==> config.mk <==
export PLATFORM = sky130hd
export DESIGN_NAME = rational_mul_div_normalize
export DESIGN_NICKNAME = d
export VERILOG_FILES = /design/src/sv/rmd_pkg.sv /design/src/sv/rmd_ctrl.sv /design/src/sv/rmd_dp.sv /design/src/sv/rational_mul_div_normalize.sv
export SDC_FILE = /design/constraint.sdc
export NUM_CORES = 2
export LEC_CHECK = 0
export BUFFER_PORTS_ARGS = -buffer_cell sky130_fd_sc_hd__buf_2
export CAP_MARGIN = 15
export CORE_MARGIN = 8
export CORE_UTILIZATION = 60
export CTS_CLUSTER_SIZE = 10
export DETAILED_ROUTE_END_ITERATION = 10
export PLACE_DENSITY_LB_ADDON = 0.2
export SLEW_MARGIN = 15
export SYNTH_ARGS = -nofsm -noshare
export SYNTH_HDL_FRONTEND = slang
export SYNTH_SLANG_ARGS = --single-unit
export TNS_END_PERCENT = 10
==> constraint.sdc <==
create_clock -name aclk -period 9.4 [get_ports aclk]
set_clock_uncertainty 0.05 [all_clocks]
set_input_delay 0.47 -clock aclk [delete_from_list [all_inputs] [get_ports aclk]]
set_output_delay 0.47 -clock aclk [all_outputs]
set_load 0.005 [all_outputs]
==> src/sv/rmd_pkg.sv <==
// Shared types and constants for the rational multiply/divide/normalize block.
package rmd_pkg;

    localparam int unsigned MAG_W  = 32;
    localparam int unsigned PROD_W = 64;
    localparam int unsigned CNT_W  = 7;

    typedef enum logic [1:0] {
        ACT_NORM = 2'd0,
        ACT_MUL  = 2'd1,
        ACT_DIV  = 2'd2,
        ACT_RSV  = 2'd3
    } action_t;

    typedef enum logic [1:0] {
        ST_OK       = 2'd0,
        ST_ZERO_DEN = 2'd1,
        ST_OVERFLOW = 2'd2,
        ST_RSV      = 2'd3
    } status_t;

    typedef enum logic [3:0] {
        S_IDLE,
        S_MUL,
        S_CHECK,
        S_TWOS,
        S_ODDX,
        S_LOOP,
        S_DIVN,
        S_DIVD,
        S_FINISH,
        S_OUT
    } state_t;

    // controller -> datapath
    typedef struct packed {
        logic load;
        logic mul_step;
        logic twos_step;
        logic oddx_step;
        logic loop_step;
        logic div_start;
        logic div_sel_den;
        logic div_step;
        logic div_store;
        logic finish;
    } rmd_cmd_t;

    // datapath -> controller
    typedef struct packed {
        logic mul_done;
        logic bad_den;
        logic zero_num;
        logic both_even;
        logic x_even;
        logic y_zero;
        logic div_done;
    } rmd_sts_t;

endpackage

==> src/sv/rmd_ctrl.sv <==
// Controller state machine for the rational multiply/divide/normalize block.
module rmd_ctrl
    import rmd_pkg::*;
(
    input  logic     aclk,
    input  logic     aresetn,
    input  logic     s_valid,
    output logic     s_ready,
    output logic     m_valid,
    input  logic     m_ready,
    output rmd_cmd_t cmd,
    input  rmd_sts_t sts
);

    state_t state_reg, state_next;

    // hold state
    always_ff @(posedge aclk) begin
        if (!aresetn) begin
            state_reg <= S_IDLE;
        end else begin
            state_reg <= state_next;
        end
    end

    // sequence the steps of one item
    always_comb begin
        state_next = state_reg;
        cmd        = '0;
        s_ready    = 1'b0;
        m_valid    = 1'b0;
        unique case (state_reg)
            S_IDLE: begin
                s_ready = 1'b1;
                if (s_valid) begin
                    cmd.load   = 1'b1;
                    state_next = S_MUL;
                end
            end
            S_MUL: begin
                cmd.mul_step = 1'b1;
                if (sts.mul_done) begin
                    state_next = S_CHECK;
                end
            end
            S_CHECK: begin
                if (sts.bad_den || sts.zero_num) begin
                    state_next = S_FINISH;
                end else begin
                    state_next = S_TWOS;
                end
            end
            S_TWOS: begin
                if (sts.both_even) begin
                    cmd.twos_step = 1'b1;
                end else begin
                    state_next = S_ODDX;
                end
            end
            S_ODDX: begin
                if (sts.x_even) begin
                    cmd.oddx_step = 1'b1;
                end else begin
                    state_next = S_LOOP;
                end
            end
            S_LOOP: begin
                if (sts.y_zero) begin
                    cmd.div_start = 1'b1;
                    state_next    = S_DIVN;
                end else begin
                    cmd.loop_step = 1'b1;
                end
            end
            S_DIVN: begin
                cmd.div_step = 1'b1;
                if (sts.div_done) begin
                    cmd.div_store = 1'b1;
                    cmd.div_start = 1'b1;
                    state_next    = S_DIVD;
                end
            end
            S_DIVD: begin
                cmd.div_step    = 1'b1;
                cmd.div_sel_den = 1'b1;
                if (sts.div_done) begin
                    cmd.div_store = 1'b1;
                    state_next    = S_FINISH;
                end
            end
            S_FINISH: begin
                cmd.finish = 1'b1;
                state_next = S_OUT;
            end
            S_OUT: begin
                m_valid = 1'b1;
                if (m_ready) begin
                    state_next = S_IDLE;
                end
            end
            default: state_next = S_IDLE;
        endcase
    end

    // a new item is only taken with no result pending
    a_ready_excl: assert property (@(posedge aclk) disable iff (!aresetn)
        !(s_ready && m_valid)) else $error("ready while result pending");
    a_load_idle: assert property (@(posedge aclk) disable iff (!aresetn)
        cmd.load |-> state_reg == S_IDLE) else $error("load outside idle");
    a_out_hold: assert property (@(posedge aclk) disable iff (!aresetn)
        m_valid && !m_ready |=> m_valid) else $error("result dropped");

endmodule

==> src/sv/rmd_dp.sv <==
// Datapath: magnitudes, shift-add products, binary gcd and restoring dividers.
module rmd_dp
    import rmd_pkg::*;
#(
    parameter int unsigned WIDTH = 32
) (
    input  logic                     aclk,
    input  logic [1:0]               s_action,
    input  logic signed [MAG_W-1:0]  s_a_num,
    input  logic signed [MAG_W-1:0]  s_a_den,
    input  logic signed [MAG_W-1:0]  s_b_num,
    input  logic signed [MAG_W-1:0]  s_b_den,
    input  rmd_cmd_t                 cmd,
    output rmd_sts_t                 sts,
    output logic signed [MAG_W-1:0]  m_res_num,
    output logic [MAG_W-2:0]         m_res_den,
    output logic [1:0]               m_status
);

    localparam logic [PROD_W-1:0] LIM = PROD_W'(1) << (WIDTH - 1);

    logic [MAG_W-1:0]  mcn_reg, mln_reg, mcd_reg, mld_reg;
    logic [PROD_W-1:0] nmag_reg, dmag_reg;
    logic [CNT_W-1:0]  cnt_reg;
    logic              neg_reg, bad_reg;
    logic [PROD_W-1:0] x_reg, y_reg;
    logic [CNT_W-1:0]  k_reg;
    logic [PROD_W-1:0] g_reg;
    logic [PROD_W-1:0] q_reg, r_reg;
    logic [PROD_W-1:0] qn_reg, qd_reg;
    logic signed [MAG_W-1:0] rn_reg;
    logic [MAG_W-2:0]  rd_reg;
    logic [1:0]        st_reg;

    logic [MAG_W-1:0]  an_m, ad_m, bn_m, bd_m;
    logic              sa, sb, sc, sd;
    action_t           act;
    logic [PROD_W-1:0] yh, ymin, ymax, rsh;
    logic              ovf;

    function automatic logic [MAG_W-1:0] mag(input logic [MAG_W-1:0] v);
        return v[MAG_W-1] ? (~v + 1'b1) : v;
    endfunction

    assign act  = action_t'(s_action);
    assign an_m = mag(s_a_num);
    assign ad_m = mag(s_a_den);
    assign bn_m = mag(s_b_num);
    assign bd_m = mag(s_b_den);
    assign sa   = s_a_num[MAG_W-1];
    assign sb   = s_a_den[MAG_W-1];
    assign sc   = s_b_num[MAG_W-1];
    assign sd   = s_b_den[MAG_W-1];

    // subtract step: strip y's trailing zero then order and subtract
    assign yh   = y_reg[0] ? y_reg : (y_reg >> 1);
    assign ymin = (x_reg > yh) ? yh : x_reg;
    assign ymax = (x_reg > yh) ? x_reg : yh;
    assign rsh  = {r_reg[PROD_W-2:0], q_reg[PROD_W-1]};

    always_ff @(posedge aclk) begin
        // capture the item and choose multiplicand pairs
        if (cmd.load) begin
            unique case (act)
                ACT_MUL: begin
                    mcn_reg <= an_m; mln_reg <= bn_m;
                    mcd_reg <= ad_m; mld_reg <= bd_m;
                    neg_reg <= sa ^ sc ^ sb ^ sd;
                    bad_reg <= (ad_m == '0) || (bd_m == '0);
                end
                ACT_DIV: begin
                    mcn_reg <= an_m; mln_reg <= bd_m;
                    mcd_reg <= ad_m; mld_reg <= bn_m;
                    neg_reg <= sa ^ sd ^ sb ^ sc;
                    bad_reg <= (ad_m == '0) || (bd_m == '0) || (bn_m == '0);
                end
                ACT_NORM, ACT_RSV: begin
                    mcn_reg <= an_m; mln_reg <= MAG_W'(1);
                    mcd_reg <= ad_m; mld_reg <= MAG_W'(1);
                    neg_reg <= sa ^ sb;
                    bad_reg <= (ad_m == '0);
                end
                default: ;
            endcase
            nmag_reg <= '0;
            dmag_reg <= '0;
            cnt_reg  <= '0;
        end
        // shift-add multiply, one multiplier bit per cycle
        if (cmd.mul_step) begin
            nmag_reg <= (nmag_reg << 1)
                + (mln_reg[MAG_W-1] ? PROD_W'(mcn_reg) : '0);
            dmag_reg <= (dmag_reg << 1)
                + (mld_reg[MAG_W-1] ? PROD_W'(mcd_reg) : '0);
            mln_reg  <= mln_reg << 1;
            mld_reg  <= mld_reg << 1;
            cnt_reg  <= cnt_reg + 1'b1;
            x_reg    <= '0;
        end
        if (sts.mul_done && cmd.mul_step) begin
            k_reg <= '0;
        end
        // gcd working copies loaded on first check
        if (!cmd.mul_step && !cmd.twos_step && !cmd.oddx_step && !cmd.loop_step
            && x_reg == '0 && !cmd.load) begin
            x_reg <= nmag_reg;
            y_reg <= dmag_reg;
        end
        if (cmd.twos_step) begin
            x_reg <= x_reg >> 1;
            y_reg <= y_reg >> 1;
            k_reg <= k_reg + 1'b1;
        end
        if (cmd.oddx_step) begin
            x_reg <= x_reg >> 1;
        end
        if (cmd.loop_step) begin
            if (!y_reg[0]) begin
                y_reg <= y_reg >> 1;
            end else begin
                x_reg <= ymin;
                y_reg <= ymax - ymin;
            end
        end
        // restoring divide by g, one quotient bit per cycle
        if (cmd.div_start) begin
            cnt_reg <= '0;
            r_reg   <= '0;
            if (cmd.div_store) begin
                q_reg <= dmag_reg;
            end else begin
                q_reg <= nmag_reg;
                g_reg <= x_reg << k_reg;
            end
        end else if (cmd.div_step) begin
            r_reg   <= (rsh >= g_reg) ? rsh - g_reg : rsh;
            q_reg   <= {q_reg[PROD_W-2:0], rsh >= g_reg};
            cnt_reg <= cnt_reg + 1'b1;
        end
        if (cmd.div_store) begin
            if (cmd.div_sel_den) begin
                qd_reg <= {q_reg[PROD_W-2:0], rsh >= g_reg};
            end else begin
                qn_reg <= {q_reg[PROD_W-2:0], rsh >= g_reg};
            end
        end
        // form the result and status
        if (cmd.finish) begin
            if (bad_reg) begin
                st_reg <= ST_ZERO_DEN; rn_reg <= '0; rd_reg <= '0;
            end else if (nmag_reg == '0) begin
                st_reg <= ST_OK; rn_reg <= '0; rd_reg <= (MAG_W-1)'(1);
            end else if (ovf) begin
                st_reg <= ST_OVERFLOW; rn_reg <= '0; rd_reg <= '0;
            end else begin
                st_reg <= ST_OK;
                rn_reg <= neg_reg ? -$signed(qn_reg[MAG_W-1:0])
                                  : $signed(qn_reg[MAG_W-1:0]);
                rd_reg <= qd_reg[MAG_W-2:0];
            end
        end
    end

    assign ovf = (qd_reg > LIM - 1'b1) || (qn_reg > (neg_reg ? LIM : LIM - 1'b1));

    assign sts.mul_done  = (cnt_reg == CNT_W'(MAG_W - 1));
    assign sts.bad_den   = bad_reg;
    assign sts.zero_num  = (nmag_reg == '0);
    assign sts.both_even = !x_reg[0] && !y_reg[0];
    assign sts.x_even    = !x_reg[0];
    assign sts.y_zero    = (y_reg == '0);
    assign sts.div_done  = (cnt_reg == CNT_W'(PROD_W - 1));

    assign m_res_num = rn_reg;
    assign m_res_den = rd_reg;
    assign m_status  = st_reg;

endmodule

==> src/sv/rational_mul_div_normalize.sv <==
// Top level: reduced signed fraction normalize, multiply and divide.
//
// Input item (s_valid/s_ready): action plus fractions a and b. Result item
// (m_valid/m_ready): reduced numerator, denominator (positive unless the status is an error) and status.
// One item is worked at a time. After the accepting edge the block forms
// the shift-add products, makes a check, runs the binary gcd (twos removal,
// odd x, then the halve-and-subtract loop on 64-bit magnitudes), divides
// numerator and denominator by the gcd with restoring division and then
// finishes, before m_valid rises. Zero numerators and zero denominators
// skip gcd and division. The next item is taken in the cycle after the
// result leaves. Reset returns the controller to idle with s_ready high and
// no result pending. A result waits in its register while m_ready is low;
// s_ready stays low until it is taken.
module rational_mul_div_normalize
    import rmd_pkg::*;
#(
    parameter int unsigned WIDTH = 32
) (
    input  logic                    aclk,
    input  logic                    aresetn,
    input  logic                    s_valid,
    output logic                    s_ready,
    input  logic [1:0]              s_action,
    input  logic signed [MAG_W-1:0] s_a_num,
    input  logic signed [MAG_W-1:0] s_a_den,
    input  logic signed [MAG_W-1:0] s_b_num,
    input  logic signed [MAG_W-1:0] s_b_den,
    output logic                    m_valid,
    input  logic                    m_ready,
    output logic signed [MAG_W-1:0] m_res_num,
    output logic [MAG_W-2:0]        m_res_den,
    output logic [1:0]              m_status
);

    rmd_cmd_t cmd;
    rmd_sts_t sts;

    rmd_ctrl u_ctrl (
        .aclk    (aclk),
        .aresetn (aresetn),
        .s_valid (s_valid),
        .s_ready (s_ready),
        .m_valid (m_valid),
        .m_ready (m_ready),
        .cmd     (cmd),
        .sts     (sts)
    );

    rmd_dp #(.WIDTH(WIDTH)) u_dp (
        .aclk      (aclk),
        .s_action  (s_action),
        .s_a_num   (s_a_num),
        .s_a_den   (s_a_den),
        .s_b_num   (s_b_num),
        .s_b_den   (s_b_den),
        .cmd       (cmd),
        .sts       (sts),
        .m_res_num (m_res_num),
        .m_res_den (m_res_den),
        .m_status  (m_status)
    );

endmodule
==> results.json <==
{
  "status": "complete, no violations",
  "routed_wl_um": 178000,
  "core-area_um2": 90000,
  "syn_nets": 6415,
  "clkTransAtPathRegs_ns": 0.06,
  "insertion_delay_ns": 0.71,
  "vias": 47884,
  "cp.arrival_ns": 7.82,
  "drc": 0,
  "ys_warn_count": 0,
  "p_leak_uw": 0.0220,
  "start_kind": "register",
  "synth_top_cell_by_area": "edfxtp_1",
  "post_dp_cell_area_um2": 55900,
  "max_freq_mhz": 135,
  "slew_headroom": 0.214,
  "gr-total-overflow": 0,
  "avgSynthCellArea_um2": 9.05,
  "yosysTopAreaCellShare": 0.358,
  "synth-seq-area-share": 0.409,
  "rows": 110,
  "cap_violations": 0,
  "synth_edf_count": 649,
  "yosysUniqueCellTypes": 112,
  "grt_pass1_vias": 44567,
  "async_reset_ff_frac": 0,
  "mostFrequentLayoutCell": "nand2_1",
  "syn2layout_area_growth_pct": 8.28,
  "syn-instance-count": 6021,
  "portBuffers": 200,
  "drt_iter0_drc": 6094,
  "postCtsSetupBuffers": 0,
  "ys_ff_latch": 788,
  "crit_path_max_fanout": 33,
  "clock_sinks": 788,
  "die_area_um2": 101000,
  "synthTopCellsByArea": "edfxtp_1 (36%), ha_1 (5.9%), dfxtp_1 (5.1%), nand2_1 (4.9%), nor2_1 (4.4%)",
  "final_cell_mix": "nand2_1 (710), edfxtp_1 (649), nor2_1 (626)",
  "antenna_found_initial": 7,
  "rsz0062_at_grt": "false",
  "cts_buffers": 94,
  "hp-class": "in -> reg",
  "drive_above_1_share": 0.0966,
  "maxSlewViolCount": 0,
  "cts_resized": 0,
  "num_io_pins": 201,
  "cts-root-buf": "clkbuf_16",
  "fp.dieW_um": 317,
  "critical_path_class": "reg -> reg",
  "num_antenna_cells": 0,
  "drt_pass1_iterations": 9,
  "peakVddDrop_uv": 275,
  "grt_max_degree": 144,
  "p_per_area_nw_per_um2": 304,
  "fin_nets": 6377,
  "fp.dieH_um": 317,
  "cts_tree": "built",
  "dpl.hpwl_um": 132000,
  "cp-end-kind": "register",
  "initial_core_util": 0.605,
  "tightest_slew_ns": 1.18,
  "place_congestion": 1.02,
  "fin_area_um2": 59000,
  "grt_pass1_wl_um": 269000,
  "required_ns": 9.80,
  "postRouteAntennaNets": 0,
  "wire_per_inst_um": 24.6,
  "synth_area_um2": 54500,
  "via_per_inst": 6.61,
  "hold_viol": 0,
  "grtUsageTotal": 0.344,
  "finalCriticalPeriod_ns": 7.42,
  "ctsLongestPathBuffers": 3,
  "htree_levels": 3,
  "tns_ns": 0,
  "postCtsHoldBufs": 3,
  "period_share": 0.790,
  "setup_viol": 0,
  "synthFlopType": "edfxtp_1"
}
-- synth_stat cells (84+ instances only) --
master	n
clkbuf_1	318
nor4_1	99
and2_1	93
o21ai_0	382
xnor2_1	221
nand3_1	90
mux2i_1	144
nor2_1	632
dfxtp_1	139
nand4_1	84
nand2_1	715
xor2_1	141
inv_1	173
a21oi_1	410
a22oi_1	104
a31oi_1	100
edfxtp_1	649
a21o_1	91
nor3_1	93
ha_1	257
-- cells by family (layout without fill, tap and decap cells) --
kind of cell / Yosys count / count (layout) / synth area share
simple gates: 2170 / 2170 / 0.187
compound gates: 1661 / 1661 / 0.197
flops: 788 / 788 / 0.409
buf+inv: 581 / 625 / 0.0422
xor+xnor: 362 / 362 / 0.0582
fa+ha+maj: 260 / 260 / 0.0601
mux: 199 / 199 / 0.0471
-- report_power, final --
| group | switching, uW | internal [uW] |
|---|---|---|
| clock network | 1540 | 2040 |
| registers | 1440 | 4920 |
| logic | 5010 | 2960 |
| total | 7990 | 9930 |
-- critical path, cell delays in order (launching register included) --
cell and delay [ns]:
edfxtp_1 0.35, buf_4 0.54, mux2i_1 0.45, ha_1 0.42
nand3_1 0.17, nor4_1 0.82, nand4_1 0.45, nor2b_1 0.35
a21oi_2 0.06, buf_4 0.21, nor4_2 0.20, a21oi_1 0.09
ha_1 0.23, o21a_1 0.19, nor2_1 0.09, nor3_1 0.06
o2111ai_1 0.31, o211ai_1 0.24, a22o_1 0.32, nor2_1 0.28
o2111ai_1 0.22, a31oi_2 0.57, a31oi_1 0.21, xnor2_1 0.18
o21ai_1 0.08
-- routing by layer --
layer,part of all wire,track usage
met4,0.045,0.135
met1,0.42,0.482
met2,0.44,0.524
met5,0.00013,0
met3,0.10,0.0696
-- worst paths after layout --
check / startpoint / cells after the start / to / slack, ns
max: u_dp.y_reg[0]$_DFFE_PP_ / 24 / u_dp.y_reg[62]$_DFFE_PP_ / 1.98
min: s_a_num[29] / 2 / u_dp.mcn_reg[29]$_DFFE_PP_ / 0.04
max reg2reg: u_dp.y_reg[0]$_DFFE_PP_ / 24 / u_dp.y_reg[62]$_DFFE_PP_ / 1.98
min reg2reg: u_dp.mln_reg[0]$_SDFFE_PP0P_ / 2 / u_dp.mln_reg[0]$_SDFFE_PP0P_ / 0.42
-- cell type report --
class / count / area, um2
tap: 1176 / 1470
sequential: 788 / 22300
fill: 7343 / 31000
clock buffer: 163 / 2730
multi-input combinational: 4652 / 30000
timing repair buffer: 270 / 1560
inverter: 177 / 664
clock inverter: 15 / 265
-- metrics by stage --
stage	util	hold slack (ns)	instances	setup WS [ns]	power [uW]
after floorplan	-	0.394	6021	1.82	11600
after global placement	0.622	0.408	7060	2.26	14000
after detailed placement	0.622	0.410	7060	2.32	14100
after CTS	0.655	0.00595	7241	2.29	17700
after global routing	0.655	0.0251	7241	1.80	18800
final	0.655	0.0355	7241	1.98	17900
(Power assumes the default switching activity.)
